==> src/hw/rtl/sprq_pkg.sv <==
// ----------------------------------------------------------------------------
// sprq_pkg
// Shared types and codes for the sorted priority ready queue unit.
// ----------------------------------------------------------------------------
package sprq_pkg;

	localparam int ID_W     = 6;
	localparam int PRIO_W   = 3;
	localparam int KIND_W   = 2;
	localparam int STATUS_W = 2;
	localparam int ENTRY_W  = ID_W + PRIO_W;

	localparam logic [KIND_W-1:0] KIND_PUSH   = 2'd0;
	localparam logic [KIND_W-1:0] KIND_POP    = 2'd1;
	localparam logic [KIND_W-1:0] KIND_REMOVE = 2'd2;

	localparam logic [STATUS_W-1:0] ST_OK        = 2'd0;
	localparam logic [STATUS_W-1:0] ST_EMPTY     = 2'd1;
	localparam logic [STATUS_W-1:0] ST_FULL      = 2'd2;
	localparam logic [STATUS_W-1:0] ST_NOT_FOUND = 2'd3;

	typedef struct packed {
		logic [ID_W-1:0]   id;
		logic [PRIO_W-1:0] prio;
	} entry_t;

	// controller to datapath
	typedef struct packed {
		logic accept;
		logic push_step;
		logic walk_step;
		logic load_out;
	} dp_cmd_t;

	// datapath to controller
	typedef struct packed {
		logic go_push;
		logic go_walk;
		logic push_done;
		logic walk_done;
	} dp_stat_t;

endpackage

==> src/hw/rtl/sprq_ram.sv <==
// ----------------------------------------------------------------------------
// sprq_ram
// Generic single write port, single read port RAM with registered read data.
// ----------------------------------------------------------------------------
module sprq_ram #(
	parameter int WIDTH = 9,
	parameter int DEPTH = 64
) (
	input  logic                     clk,
	input  logic                     we,
	input  logic [$clog2(DEPTH)-1:0] waddr,
	input  logic [WIDTH-1:0]         wdata,
	input  logic [$clog2(DEPTH)-1:0] raddr,
	output logic [WIDTH-1:0]         rdata
);

	logic [WIDTH-1:0] mem_q [DEPTH];
	logic [WIDTH-1:0] rdata_q;

	always_ff @(posedge clk) begin
		if (we) begin
			mem_q[waddr] <= wdata;
		end
		rdata_q <= mem_q[raddr];
	end

	assign rdata = rdata_q;

endmodule

==> src/hw/rtl/sprq_datapath.sv <==
// ----------------------------------------------------------------------------
// sprq_datapath
// Entry store, occupancy, walk pointer and result registers of the queue.
// ----------------------------------------------------------------------------
module sprq_datapath #(
	parameter int CAPACITY = 64
) (
	input  logic                            clk,
	input  logic                            arst_n,
	input  sprq_pkg::dp_cmd_t               cmd,
	output sprq_pkg::dp_stat_t              stat,
	input  logic [sprq_pkg::KIND_W-1:0]     kind,
	input  logic [sprq_pkg::ID_W-1:0]       proc_id,
	input  logic [sprq_pkg::PRIO_W-1:0]     prio,
	output logic [sprq_pkg::ID_W-1:0]       out_id,
	output logic [sprq_pkg::STATUS_W-1:0]   status,
	output logic                            now_empty
);

	localparam int AW = $clog2(CAPACITY);
	localparam int CW = $clog2(CAPACITY + 1);

	logic [CW-1:0] occ_q;
	logic [CW-1:0] ptr_q;
	logic          found_q;

	logic                            is_pop_q;
	logic [sprq_pkg::ID_W-1:0]       id_q;
	logic [sprq_pkg::PRIO_W-1:0]     prio_q;
	logic [sprq_pkg::ID_W-1:0]       got_q;
	logic [sprq_pkg::STATUS_W-1:0]   res_q;
	logic [sprq_pkg::ID_W-1:0]       out_id_q;
	logic [sprq_pkg::STATUS_W-1:0]   status_q;
	logic                            now_empty_q;

	logic                 we;
	logic [AW-1:0]        waddr;
	logic [AW-1:0]        raddr;
	sprq_pkg::entry_t     wdata;
	sprq_pkg::entry_t     rd;
	logic [sprq_pkg::ENTRY_W-1:0] rdata;

	logic full;
	logic empty;
	logic push_shift;
	logic walk_last;
	logic walk_hit;
	logic is_push_in;
	logic is_walk_in;

	sprq_ram #(
		.WIDTH(sprq_pkg::ENTRY_W),
		.DEPTH(CAPACITY)
	) u_ram (
		.clk  (clk),
		.we   (we),
		.waddr(waddr),
		.wdata(wdata),
		.raddr(raddr),
		.rdata(rdata)
	);

	assign rd = sprq_pkg::entry_t'(rdata);

	assign full       = (occ_q == CW'(CAPACITY));
	assign empty      = (occ_q == '0);
	assign is_push_in = (kind == sprq_pkg::KIND_PUSH);
	assign is_walk_in = (kind == sprq_pkg::KIND_POP) || (kind == sprq_pkg::KIND_REMOVE);

	// push walks back from the tail, moving up entries of equal or greater priority
	assign push_shift = (ptr_q != '0) && (rd.prio >= prio_q);
	assign walk_last  = (ptr_q == occ_q - CW'(1));
	assign walk_hit   = is_pop_q || (rd.id == id_q);

	assign stat.go_push   = is_push_in && !full;
	assign stat.go_walk   = is_walk_in && !empty;
	assign stat.push_done = !push_shift;
	assign stat.walk_done = walk_last;

	always_comb begin
		raddr = '0;
		if (cmd.accept) begin
			if (is_push_in && !empty) begin
				raddr = AW'(occ_q - CW'(1));
			end
		end else if (cmd.push_step) begin
			if (ptr_q >= CW'(2)) begin
				raddr = AW'(ptr_q - CW'(2));
			end
		end else if (cmd.walk_step) begin
			if (ptr_q < CW'(CAPACITY - 1)) begin
				raddr = AW'(ptr_q + CW'(1));
			end
		end
	end

	always_comb begin
		we    = 1'b0;
		waddr = '0;
		wdata = rd;
		if (cmd.push_step) begin
			we    = 1'b1;
			waddr = AW'(ptr_q);
			if (!push_shift) begin
				wdata.id   = id_q;
				wdata.prio = prio_q;
			end
		end else if (cmd.walk_step) begin
			// once the victim is found, each later entry moves down one slot
			we    = found_q;
			waddr = AW'(ptr_q - CW'(1));
		end
	end

	always_ff @(posedge clk or negedge arst_n) begin
		if (!arst_n) begin
			occ_q   <= '0;
			ptr_q   <= '0;
			found_q <= 1'b0;
		end else begin
			if (cmd.accept) begin
				found_q <= 1'b0;
				ptr_q   <= is_push_in ? occ_q : '0;
			end else if (cmd.push_step) begin
				if (push_shift) begin
					ptr_q <= ptr_q - CW'(1);
				end else begin
					occ_q <= occ_q + CW'(1);
				end
			end else if (cmd.walk_step) begin
				ptr_q <= ptr_q + CW'(1);
				if (walk_hit) begin
					found_q <= 1'b1;
				end
				if (walk_last && (found_q || walk_hit)) begin
					occ_q <= occ_q - CW'(1);
				end
			end
		end
	end

	always_ff @(posedge clk) begin
		if (cmd.accept) begin
			is_pop_q <= (kind == sprq_pkg::KIND_POP);
			id_q     <= proc_id;
			prio_q   <= prio;
			got_q    <= '0;
			if (is_push_in) begin
				res_q <= full ? sprq_pkg::ST_FULL : sprq_pkg::ST_OK;
			end else if (is_walk_in) begin
				res_q <= empty ? sprq_pkg::ST_EMPTY : sprq_pkg::ST_OK;
			end else begin
				res_q <= sprq_pkg::ST_OK;
			end
		end else if (cmd.walk_step) begin
			if (!found_q && walk_hit && is_pop_q) begin
				got_q <= rd.id;
			end
			if (walk_last && !found_q && !walk_hit) begin
				res_q <= sprq_pkg::ST_NOT_FOUND;
			end
		end
		if (cmd.load_out) begin
			out_id_q    <= got_q;
			status_q    <= res_q;
			now_empty_q <= (occ_q == '0);
		end
	end

	assign out_id    = out_id_q;
	assign status    = status_q;
	assign now_empty = now_empty_q;

`ifndef NO_ASSERTIONS
	a_occ_bound: assert property (@(posedge clk) disable iff (!arst_n)
		occ_q <= CW'(CAPACITY))
		else $error("occupancy above capacity");

	a_push_ptr: assert property (@(posedge clk) disable iff (!arst_n)
		cmd.push_step |-> (ptr_q <= occ_q) && (occ_q < CW'(CAPACITY)))
		else $error("push pointer outside the filled range");

	a_walk_ptr: assert property (@(posedge clk) disable iff (!arst_n)
		cmd.walk_step |-> (ptr_q < occ_q))
		else $error("walk pointer past the last entry");

	a_occ_change: assert property (@(posedge clk) disable iff (!arst_n)
		(occ_q != $past(occ_q)) |-> $past(cmd.push_step || cmd.walk_step))
		else $error("occupancy changed outside a push or walk step");
`endif

endmodule

==> src/hw/rtl/sprq_ctrl.sv <==
// ----------------------------------------------------------------------------
// sprq_ctrl
// Sequencer for the queue: accept, push walk, remove/pop walk, result hand-off.
// ----------------------------------------------------------------------------
module sprq_ctrl (
	input  logic                clk,
	input  logic                arst_n,
	input  logic                in_valid,
	output logic                in_stall,
	output logic                out_valid,
	input  logic                out_stall,
	output sprq_pkg::dp_cmd_t   cmd,
	input  sprq_pkg::dp_stat_t  stat
);

	typedef enum logic [3:0] {
		S_IDLE = 4'b0001,
		S_PUSH = 4'b0010,
		S_WALK = 4'b0100,
		S_FIN  = 4'b1000
	} state_t;

	state_t state_q;
	state_t state_d;
	logic   out_valid_q;
	logic   slot_free;

	assign slot_free = !out_valid_q || !out_stall;
	assign in_stall  = (state_q != S_IDLE);

	assign cmd.accept    = (state_q == S_IDLE) && in_valid;
	assign cmd.push_step = (state_q == S_PUSH);
	assign cmd.walk_step = (state_q == S_WALK);
	assign cmd.load_out  = (state_q == S_FIN) && slot_free;

	always_comb begin
		state_d = state_q;
		case (state_q)
			S_IDLE: begin
				if (in_valid) begin
					if (stat.go_push) begin
						state_d = S_PUSH;
					end else if (stat.go_walk) begin
						state_d = S_WALK;
					end else begin
						state_d = S_FIN;
					end
				end
			end
			S_PUSH: begin
				if (stat.push_done) begin
					state_d = S_FIN;
				end
			end
			S_WALK: begin
				if (stat.walk_done) begin
					state_d = S_FIN;
				end
			end
			S_FIN: begin
				if (slot_free) begin
					state_d = S_IDLE;
				end
			end
			default: begin
				state_d = S_IDLE;
			end
		endcase
	end

	always_ff @(posedge clk or negedge arst_n) begin
		if (!arst_n) begin
			state_q     <= S_IDLE;
			out_valid_q <= 1'b0;
		end else begin
			state_q <= state_d;
			if (cmd.load_out) begin
				out_valid_q <= 1'b1;
			end else if (!out_stall) begin
				out_valid_q <= 1'b0;
			end
		end
	end

	assign out_valid = out_valid_q;

endmodule

==> src/hw/rtl/sorted_priority_ready_queue_unit.sv <==
// ----------------------------------------------------------------------------
// sorted_priority_ready_queue_unit
// Bounded queue of process identifiers kept sorted by priority (lower first).
// ----------------------------------------------------------------------------
//  channel | signals                          | handshake
//  --------+----------------------------------+------------------------------
//  in      | kind, proc_id, prio              | in_valid / in_stall
//  out     | out_id, status, now_empty        | out_valid / out_stall
//
// An item is accepted, then the entries are visited one at a time on the single
// read port of the entry RAM (a push visits the entries at or above its
// priority and then writes itself in, a pop or remove visits all of them),
// then the result is loaded. Full, empty and unused kinds skip the visits.
// The RAM is not cleared at reset; occupancy, walk pointer, flags and state are.
// A stalled result waits in the output register; the next item is accepted
// meanwhile and holds its result until that register frees.
module sorted_priority_ready_queue_unit #(
	parameter int CAPACITY = 64
) (
	input  logic                            clk,
	input  logic                            arst_n,
	input  logic                            in_valid,
	output logic                            in_stall,
	input  logic [sprq_pkg::KIND_W-1:0]     kind,
	input  logic [sprq_pkg::ID_W-1:0]       proc_id,
	input  logic [sprq_pkg::PRIO_W-1:0]     prio,
	output logic                            out_valid,
	input  logic                            out_stall,
	output logic [sprq_pkg::ID_W-1:0]       out_id,
	output logic [sprq_pkg::STATUS_W-1:0]   status,
	output logic                            now_empty
);

	sprq_pkg::dp_cmd_t  cmd;
	sprq_pkg::dp_stat_t stat;

	sprq_ctrl u_ctrl (
		.clk      (clk),
		.arst_n   (arst_n),
		.in_valid (in_valid),
		.in_stall (in_stall),
		.out_valid(out_valid),
		.out_stall(out_stall),
		.cmd      (cmd),
		.stat     (stat)
	);

	sprq_datapath #(
		.CAPACITY(CAPACITY)
	) u_datapath (
		.clk      (clk),
		.arst_n   (arst_n),
		.cmd      (cmd),
		.stat     (stat),
		.kind     (kind),
		.proc_id  (proc_id),
		.prio     (prio),
		.out_id   (out_id),
		.status   (status),
		.now_empty(now_empty)
	);

endmodule
==> config.mk <==
export PLATFORM = sky130hd
export DESIGN_NAME = sorted_priority_ready_queue_unit
export DESIGN_NICKNAME = d
export VERILOG_FILES = /design/src/hw/rtl/sprq_pkg.sv /design/src/hw/rtl/sprq_ram.sv /design/src/hw/rtl/sprq_datapath.sv /design/src/hw/rtl/sprq_ctrl.sv /design/src/hw/rtl/sorted_priority_ready_queue_unit.sv
export SDC_FILE = /design/constraint.sdc
export NUM_CORES = 1
export LEC_CHECK = 0
export BUFFER_PORTS_ARGS = -buffer_cell sky130_fd_sc_hd__buf_2
export CAP_MARGIN = 20
export CORE_ASPECT_RATIO = 1.5
export CORE_UTILIZATION = 45
export CTS_CLUSTER_SIZE = 30
export DETAILED_ROUTE_END_ITERATION = 10
export SYNTH_ARGS = -nofsm -noshare
export SYNTH_HDL_FRONTEND = slang
export SYNTH_HIERARCHICAL = 1
export SYNTH_SLANG_ARGS = --single-unit
==> constraint.sdc <==
create_clock -name clk -period 11.4 [get_ports clk]
set_clock_uncertainty 0.05 [all_clocks]
set_input_delay 0.57 -clock clk [delete_from_list [all_inputs] [get_ports clk]]
set_output_delay 0.57 -clock clk [all_outputs]
set_load 0.02 [all_outputs]
==> metrics.csv, run 1 <==
stage;metric;value;unit
die;fp.dieH;296;µm
yosys;ys_seq_elements;632;
die;core_area;56900;µm²
clock_tree;insertion_delay;0.61;ns
routing;drc;0;
die;fp.dieW;198;µm
run;maxCapViolCount;0;
yosys;avgSynthCellArea;18.7;µm²
power;p_clk_frac;0.282;
placement;port_buffers;25;
yosys;netlist_area;25900;µm²
final_layout;layout.nets;1455;
yosys;synth_top_area_share;0.692;
clock_tree;h-tree-depth;2;
yosys;syn_inst;1385;
worst_setup_path;worstRegToRegCells;14;
timing;fin_crit;6.28;ns
yosys;async_reset_ff_frac;0.0316;
worst_setup_path;crit_path_end_kind;flip-flop;
final_layout;drive_gt1_frac;0.216;
worst_setup_path;criticalPathCategory;flip-flop to flip-flop;
timing;tns;0;ns
power;power_density;227;nW/µm²
timing;slew_headroom;0.240;
yosys;synth_cell_types;73;
timing;drv_slew;0;
clock_tree;cts_setup_buffers;0;
power;seqPwrFrac;0.471;
clock_tree;numCtsBuffers;57;
timing;finalSetupViolCount;0;
global_route;antenna_found_initial;0;
timing;rsz0062_at_grt;false;
final_layout;layout_commonest_cell;edfxtp_1;
power;p_int;4.50;mW
routing;drtPass1Iterations;5;
clock_tree;clk_pin_slew;0.07;ns
placement;dp_hpwl;38300;µm
final_layout;syn2layout_area_growth;10.8;%
yosys;ys_seq_area_frac;0.723;
yosys;synth-edff-count;597;
routing;ant_nets;0;
power;power_frac_comb;0.247;
power;power.leakage;8.92;nW
timing;hold_viol_final;0;
yosys;synth_nets;1414;
timing;min_period_over_period;0.551;
die;rows;107;
placement;place.gp.congestion;0.854;
power;ir_worst_vdd;0.146;mV
timing;timing.fmax;159;MHz
global_route;grt_pass1_vias;13500;
yosys;synth_area_leaders;edfxtp_1, mux4_2, dfrtp_1;
worst_hold_path;holdPathStages;1;
final_layout;n_antenna_cell;0;
clock_tree;cts_buffer_depth;3;
routing;drtIter0Drc;1178;
clock_tree;root_buffer;clkbuf_16;
yosys;synth-main-ff-cell;edfxtp_1;
worst_setup_path;cp_max_fo;39;
clock_tree;cts_tree;done;
power;sw_frac_of_total;0.311;
die;die_area;58600;µm²
power;p_switching;2.03;mW
worst_hold_path;hold_class;primary input to flip-flop;
global_route;overflow;0;
routing;wl_per_cell;26.7;µm
timing;worstMarginPinSlew;1.14;ns
global_route;grt_pass1_wl;88500;µm
clock_tree;clock-sinks;632;
routing;num_vias;13100;
final_layout;mostFrequentLayoutCells;edfxtp_1, mux4_2, nor2_1;
outcome;status;complete, no violations;
worst_setup_path;critPathRequiredTime;11.84;ns
routing;vias_per_cell;5.85;
worst_setup_path;crit_arrival;6.73;ns
global_route;grt_use_total;0.210;
global_route;grt_max_degree;128;
die;io_pins;26;
yosys;yosysTopAreaCell;edfxtp_1;
yosys;ys_warn_count;6;
worst_setup_path;startpoint_type;flip-flop;
final_layout;utilization;0.505;
die;start_util;0.455;
routing;routed_wl;59800;µm
[power groups by stage]
stage	logic [mW]	registers, mW	clock network [mW]
after CTS	1.63	3.07	1.88
final	1.61	3.08	1.84
after global placement	1.58	3.13	0
after global routing	1.73	3.08	1.97
after detailed placement	1.63	3.12	0
after floorplan	1.03	3.08	0
[area by class of cell]
type	count	area, µm²
well taps	763	955
flip-flops and latches	632	18700
clock buffers	72	1500
multi-input cells	650	6710
fillers	4565	28200
clock inverters	35	282
inverters	25	93.8
repair buffers	60	443
[logic make-up after synthesis]
logic type      share of synthesized area
compound gates                     0.0412
xor+xnor                          0.00946
fa+ha+maj                         0.00676
buf+inv                            0.0212
flops                               0.723
mux                                 0.150
simple gates                       0.0490
[state kept, by name, indices dropped and copies added, names as in the netlist, 3 cells and up]
signal                  cells
u_datapath/id_q             6
u_ctrl/state_q              4
u_datapath/u_ram/mem_q    576
u_datapath/u_ram/rdata      9
u_datapath/occ_q            7
u_datapath/got_q            6
u_datapath/out_id           6
u_datapath/ptr_q            7
u_datapath/prio_q           3
[metrics by stage]
stage	instances	instance area (µm²)	power [mW]	worst slack (ns)	hold WS (ns)
after detailed placement	2124	26900	4.75	5.04	0.366
after global placement	2118	26800	4.70	5.16	0.356
after global routing	2237	28700	6.78	4.59	0.0713
final	2237	28700	6.53	5.12	0.0942
after CTS	2232	28700	6.58	5.02	0.0616
after floorplan	1385	25900	4.12	5.94	0.224
[layer usage]
metal,vias up,routed length [µm],GRT usage
li1,5688,-,-
met5,-,0,0
met2,382,32000,0.379
met3,116,2520,0.0234
met4,0,2490,0.0919
met1,6906,22800,0.252
[timing repair]
action                     4_1_cts  5_1_grt
hold endpoints to repair        19        0
setup endpoints to repair        0        0
gates resized for setup          0        0
hold buffers                     1        0
[worst max-delay path, stage by stage, from the launching register on]
cell and delay (ns):
dfstp_2 0.59, nand2b_1 0.11, nor3_1 0.28, and2_1 0.18, buf_4 0.41, inv_1 0.23, or3_1 0.62, o22ai_4 0.62
buf_4 0.64, buf_4 0.74, mux4_2 0.58, nor2b_1 0.14, a2111oi_0 0.47, a2111oi_0 0.13, a221o_1 0.29
[cell usage after synthesis (20+ instances only)]
master and instances:
inv_1 24, mux2i_1 32, mux4_2 143, nand2_1 60, o22ai_1 20, a21oi_1 23, o21ai_0 26, edfxtp_1 597
clkbuf_1 38, nor2_1 95, nand3_1 21
[path summary, 6_finish.rpt]
| path | from | endpoint | slack (ns) |
|---|---|---|---|
| setup / recovery | u_ctrl/state_q[0]$_DFFE_PN1P_ | u_datapath/u_ram/rdata[2]$_DFF_P_ | 5.12 |
| min in group asynchronous | arst_n | u_ctrl/out_valid$_DFFE_PN0P_ | 0.42 |
| setup reg to reg | u_ctrl/state_q[0]$_DFFE_PN1P_ | u_datapath/u_ram/rdata[2]$_DFF_P_ | 5.12 |
| max in group asynchronous | arst_n | u_ctrl/state_q[0]$_DFFE_PN1P_ | 10.52 |
| hold / removal | prio[0] | u_datapath/prio_q[0]$_DFFE_PP_ | 0.09 |
| hold reg to reg | u_datapath/res_q[1]$_SDFFCE_PN1P_ | u_datapath/status[1]$_DFFE_PP_ | 0.38 |
Power figures use the tool's default switching activity.
==> run 2, diff against run 1 <==
==> constraint.sdc (replaced) <==
create_clock -name clk -period 5.37 [get_ports clk]
set_clock_uncertainty 0.05 [all_clocks]
set_input_delay 0.2685 -clock clk [delete_from_list [all_inputs] [get_ports clk]]
set_output_delay 0.2685 -clock clk [all_outputs]
set_load 0.02 [all_outputs]
==> metrics.csv, run 2 (synthesized netlist as in run 1, its figures left out) <==
stage;metric;value;unit;change
power;p_clk_frac;0.287;;+0.005
outcome;status;complete, no violations;;
global_route;grt_max_degree;77;;-40%
timing;worstMarginPinSlew;1.14;ns;+0.00499 ns
worst_hold_path;hold_class;primary input to flip-flop;;
timing;hold_viol_final;0;;unchanged
worst_setup_path;critPathRequiredTime;5.80;ns;-6.04 ns
power;sw_frac_of_total;0.309;;-0.00151
final_layout;n_antenna_cell;0;;unchanged
worst_setup_path;criticalPathCategory;flip-flop to flip-flop;;
worst_setup_path;cp_max_fo;76;;+95%
final_layout;layout_commonest_cell;edfxtp_1;;
global_route;grt_pass1_wl;90600;µm;+2.4%
die;core_area;56900;µm²;unchanged
placement;placed_cell_area;27200;µm²;+1.3%
clock_tree;h-tree-depth;2;;unchanged
timing;slew_headroom;0.237;;-0.00334
routing;wl_per_cell;26.9;µm;+0.85%
final_layout;largest_reg_flops;576;;unchanged
final_layout;drive_gt1_frac;0.240;;+0.0241
die;fp.dieH;296;µm;unchanged
timing;fin_crit;4.97;ns;-1.31 ns
timing;worst_hold_slack;0.0691;ns;-0.0250 ns
routing;routed_wl;61700;µm;+3.2%
clock_tree;numCtsBuffers;55;;-3.5%
placement;port_buffers;25;;unchanged
final_layout;top_register;u_datapath/u_ram/mem_q;;
die;start_util;0.455;;unchanged
timing;min_period_over_period;0.926;;+0.375
power;ir_worst_vdd;0.269;mV;+85%
worst_setup_path;crit_path_end_kind;flip-flop;;
placement;place.gp.congestion;0.873;;+2.2%
global_route;grt_pass1_vias;13500;;-0.037%
routing;drc;0;;unchanged
final_layout;mostFrequentLayoutCells;edfxtp_1, mux4_2, nor2_1;;
clock_tree;cts_resized;0;;unchanged
final_layout;syn2layout_area_growth;13.0;%;
die;fp.dieW;198;µm;unchanged
routing;vias_per_cell;5.79;;-1.1%
die;rows;107;;unchanged
global_route;grt_use_total;0.216;;+0.00666
worst_setup_path;crit_arrival;5.40;ns;-1.33 ns
clock_tree;clk_pin_slew;0.06;ns;about the same
timing;finalSetupViolCount;0;;unchanged
global_route;overflow;0;;unchanged
clock_tree;clock-sinks;632;;unchanged
run;maxCapViolCount;0;;unchanged
final_layout;fin_area;29300;µm²;+1.9%
power;seqPwrFrac;0.463;;-0.008
timing;rsz0062_at_grt;false;;
clock_tree;root_buffer;clkbuf_16;;
placement;dp_hpwl;40000;µm;+4.6%
power;p_int;9.76;mW;+120%
die;io_pins;26;;unchanged
power;p_switching;4.37;mW;+120%
global_route;antenna_found_initial;0;;unchanged
timing;tns;0;ns;unchanged
final_layout;layout.nets;1508;;+3.6%
clock_tree;insertion_delay;0.61;ns;about the same
clock_tree;cts_tree;done;;
die;die_area;58600;µm²;unchanged
timing;timing.fmax;201;MHz;+26%
power;power.leakage;9.24;nW;+3.6%
routing;drtIter0Drc;1064;;-9.7%
routing;ant_nets;0;;unchanged
power;power_frac_comb;0.250;;+0.003
routing;num_vias;13200;;+1.2%
routing;drtPass1Iterations;7;;+2
power;power_density;483;nW/µm²;+110%
worst_setup_path;startpoint_type;flip-flop;;
timing;drv_slew;0;;unchanged
clock_tree;cts_buffer_depth;3;;unchanged
-- run 2: layout make-up --
cell class                      instances  area, µm²
Tap cell                              763        955
Multi-Input combinational cell        650       6710
Timing Repair Buffer                  115        915
Clock inverter                         31        345
Sequential cell                       632      18700
Inverter                               25       93.8
Fill cell                            4550      27600
Clock buffer                           73       1520
-- run 2: metal layers --
metal  global-route usage  routed length [µm]  vias to the layer above  share of wire
met1                0.260               23200                     6983           0.38
met3               0.0238                2590                      121          0.042
met4               0.0906                2560                        0          0.042
met2                0.393               33300                      353           0.54
met5                    0                   0                        -              0
li1                     -                   -                     5789              -
-- run 2: through the flow --
stage               total power, mW   util  std cells  setup slack (ns)
floorplan                      8.74      -       1385           -0.0937
global placement               10.1  0.478       2168             0.495
finish                         14.1  0.514       2289             0.398
global route                   14.7  0.514       2289             0.115
CTS                            14.3  0.514       2285             0.386
detailed placement             10.2  0.479       2169             0.439
-- run 2: power groups by stage --
stage               Combinational, mW  Clock (mW)  Sequential, mW
floorplan                        2.19           0            6.55
global placement                 3.50           0            6.64
detailed placement               3.56           0            6.64
CTS                              3.57        4.15            6.53
global route                     3.80        4.31            6.55
finish                           3.53        4.06            6.54
-- run 2: path summary, 6_finish.rpt --
| path | cells after the start | slack [ns] | start | end |
|---|---|---|---|---|
| min | 2 | 0.07 | kind[0] | u_datapath/is_pop_q$_DFFE_PP_ |
| min in group asynchronous | 2 | 0.12 | arst_n | u_datapath/occ_q[3]$_DFFE_PN0P_ |
| max in group asynchronous | 2 | 4.78 | arst_n | u_ctrl/state_q[0]$_DFFE_PN1P_ |
| max reg2reg | 12 | 0.40 | u_ctrl/state_q[0]$_DFFE_PN1P_ | u_datapath/u_ram/rdata[8]$_DFF_P_ |
| min reg2reg | 0 | 0.38 | u_datapath/res_q[1]$_SDFFCE_PN1P_ | u_datapath/status[1]$_DFFE_PP_ |
| max | 12 | 0.40 | u_ctrl/state_q[0]$_DFFE_PN1P_ | u_datapath/u_ram/rdata[8]$_DFF_P_ |
-- run 2: repair_timing --
item / CTS / global route
hold endpoints to repair: 31 / 0
hold buffers: 12 / 0
buffers inserted: 0 / 0
-- run 2: critical path, cell delays in order (launching register included) --
cell	delay (ns)
dfstp_2	0.59
nand2b_1	0.11
nor3_1	0.29
and2_1	0.21
inv_1	0.13
or3_1	0.58
o22ai_4	0.53
buf_12	0.54
mux4_1	0.62
mux2_2	0.28
o22ai_1	0.23
a2111oi_0	0.21
a221o_1	0.34
==> run 3, diff against run 2 <==
--- a/config.mk
+++ b/config.mk
@@ -11,6 +11,7 @@
 export CORE_UTILIZATION = 45
 export CTS_CLUSTER_SIZE = 30
 export DETAILED_ROUTE_END_ITERATION = 10
+export RECOVER_POWER = 50
 export SYNTH_ARGS = -nofsm -noshare
 export SYNTH_HDL_FRONTEND = slang
 export SYNTH_HIERARCHICAL = 1
==> metrics.csv, run 3 (synthesized netlist as in run 1, its figures left out) <==
stage;metric;value;unit;change
die;core_area;56900;µm²;unchanged
routing;wl_met3;2750;µm;+6.4%
routing;routed_wl;61600;µm;-0.11%
final_layout;syn2layout_area_growth;12.2;%;
global_route;grt_max_degree;77;;unchanged
routing;wl_per_cell;26.9;µm;-0.11%
clock_tree;postCtsHoldBufs;12;;unchanged
power;power.leakage;9.06;nW;-1.9%
placement;place_inst;2169;;unchanged
final_layout;utilization;0.511;;-0.00343
power;ir_worst_vdd;0.269;mV;-0.13%
global_route;grt_use_total;0.216;;unchanged
routing;num_vias;13300;;+0.15%
final_layout;n_antenna_cell;0;;unchanged
placement;place.gp.congestion;0.873;;unchanged
clock_tree;cts_tree;done;;
global_route;grt_pass1_vias;13500;;unchanged
worst_setup_path;startpoint_type;flip-flop;;
outcome;status;finished with violations;;
routing;topRoutingLayerUsed;met4;;
placement;placed_cell_area;27200;µm²;unchanged
final_layout;top_register;u_datapath/u_ram/mem_q;;
timing;timing.fmax;200;MHz;-0.59%
global_route;overflow;0;;unchanged
timing;finalSetupViolCount;0;;unchanged
die;fp.dieH;296;µm;unchanged
final_layout;multi_input_area;6670;µm²;-0.60%
placement;dp_hpwl;40000;µm;unchanged
final_layout;mostFrequentLayoutCells;edfxtp_1, mux4_2, nor2_1;;
timing;worst_hold_slack;0.0817;ns;+0.0126 ns
final_layout;stdcell_count;2289;;unchanged
routing;drtIter0Drc;1167;;+9.7%
die;die_area;58600;µm²;unchanged
timing;min_period_over_period;0.931;;+0.00552
timing;hold_viol_final;0;;unchanged
timing;worstMarginPinSlew;1.99;ns;+0.846 ns
final_layout;layout_commonest_cell;edfxtp_1;;
placement;dp_slack;0.439;ns;unchanged
worst_hold_path;hold_class;primary input to flip-flop;;
clock_tree;clk_pin_slew;0.06;ns;about the same
timing;rsz0062_at_grt;false;;
routing;drtPass1Iterations;5;;-2
die;start_util;0.455;;unchanged
timing;drv_slew;257;;+257
placement;port_buffers;25;;unchanged
clock_tree;cts_resized;0;;unchanged
power;power;14.1;mW;-0.37%
worst_setup_path;cp_max_fo;76;;unchanged
clock_tree;cts_buffer_depth;3;;unchanged
die;io_pins;26;;unchanged
routing;ant_nets;0;;unchanged
clock_tree;insertion_delay;0.61;ns;about the same
final_layout;final-seq-area;18700;µm²;unchanged
die;rows;107;;unchanged
final_layout;fin_area;29100;µm²;-0.67%
die;fp.dieW;198;µm;unchanged
global_route;antenna_found_initial;0;;unchanged
final_layout;layout.nets;1508;;unchanged
routing;vias_per_cell;5.80;;+0.15%
clock_tree;root_buffer;clkbuf_16;;
global_route;grt_pass1_wl;90600;µm;unchanged
clock_tree;h-tree-depth;2;;unchanged
clock_tree;numCtsBuffers;55;;unchanged
timing;tns;0;ns;unchanged
final_layout;largest_reg_flops;576;;unchanged
routing;wl_met2;33100;µm;-0.69%
worst_setup_path;critPathRequiredTime;5.80;ns;about the same
timing;setup_ws;0.368;ns;-0.0297 ns
timing;slew_headroom;-0.334;;-0.570
timing;fin_crit;5.00;ns;+0.0297 ns
worst_setup_path;crit_path_end_kind;flip-flop;;
outcome;violations;max-capacitance violations, max-slew violations;;
routing;drc;0;;unchanged
worst_setup_path;criticalPathCategory;flip-flop to flip-flop;;
final_layout;layout.filler_cells;4590;;+0.88%
clock_tree;clock-sinks;632;;unchanged
clock_tree;cts_setup_buffers;0;;unchanged
routing;wl_met1;23100;µm;-0.48%
power;power_density;484;nW/µm²;+0.30%
final_layout;drive_gt1_frac;0.210;;-0.0301
worst_setup_path;crit_arrival;5.44;ns;+0.04 ns
run;maxCapViolCount;7;;+7
## run 3: cell count changes in the layout (fill, tap and decap cells not counted), sizes merged
cell    change
buf        -38
clkbuf     +38
## run 3: final timing paths
| kind | cells past startpoint | from | to | slack, ns |
|---|---|---|---|---|
| min | 2 | kind[0] | u_datapath/is_pop_q$_DFFE_PP_ | 0.08 |
| min reg2reg | 0 | u_datapath/res_q[1]$_SDFFCE_PN1P_ | u_datapath/status[1]$_DFFE_PP_ | 0.37 |
| max reg2reg | 12 | u_ctrl/state_q[0]$_DFFE_PN1P_ | u_datapath/u_ram/rdata[8]$_DFF_P_ | 0.37 |
| min in group asynchronous | 2 | arst_n | u_datapath/occ_q[3]$_DFFE_PN0P_ | 0.41 |
| max | 12 | u_ctrl/state_q[0]$_DFFE_PN1P_ | u_datapath/u_ram/rdata[8]$_DFF_P_ | 0.37 |
| max in group asynchronous | 2 | arst_n | u_datapath/ptr_q[0]$_DFFE_PN0P_ | 4.10 |
## run 3: final cells by class
type	instances	area share
Multi-Input combinational cell	650	0.229
Tap cell	763	0.0328
Clock inverter	31	0.0119
Clock buffer	73	0.0524
Timing Repair Buffer	115	0.0261
Inverter	25	0.00323
Sequential cell	632	0.644
## run 3: worst max-delay path, cell delays in order (launching register included)
cell and delay (ns):
dfstp_2 0.59, nand2b_1 0.11, nor3_1 0.29, and2_0 0.22, inv_1 0.14, or3_1 0.58
o22ai_4 0.53, buf_12 0.54, mux4_1 0.62, mux2_2 0.28, o22ai_1 0.24, a2111oi_0 0.22
a221o_1 0.33
## run 3: power by group
part	internal (mW)	switching [mW]	leakage (nW)
clock network	2.29	1.76	0.910
logic	1.09	2.36	2.42
registers	6.35	0.216	5.73
total	9.73	4.34	9.06
## run 3: per-layer routing
layer,vias to the layer above,GRT usage
met3,122,0.0238
met1,6961,0.260
met2,389,0.393
met5,-,0
met4,0,0.0906
li1,5794,-
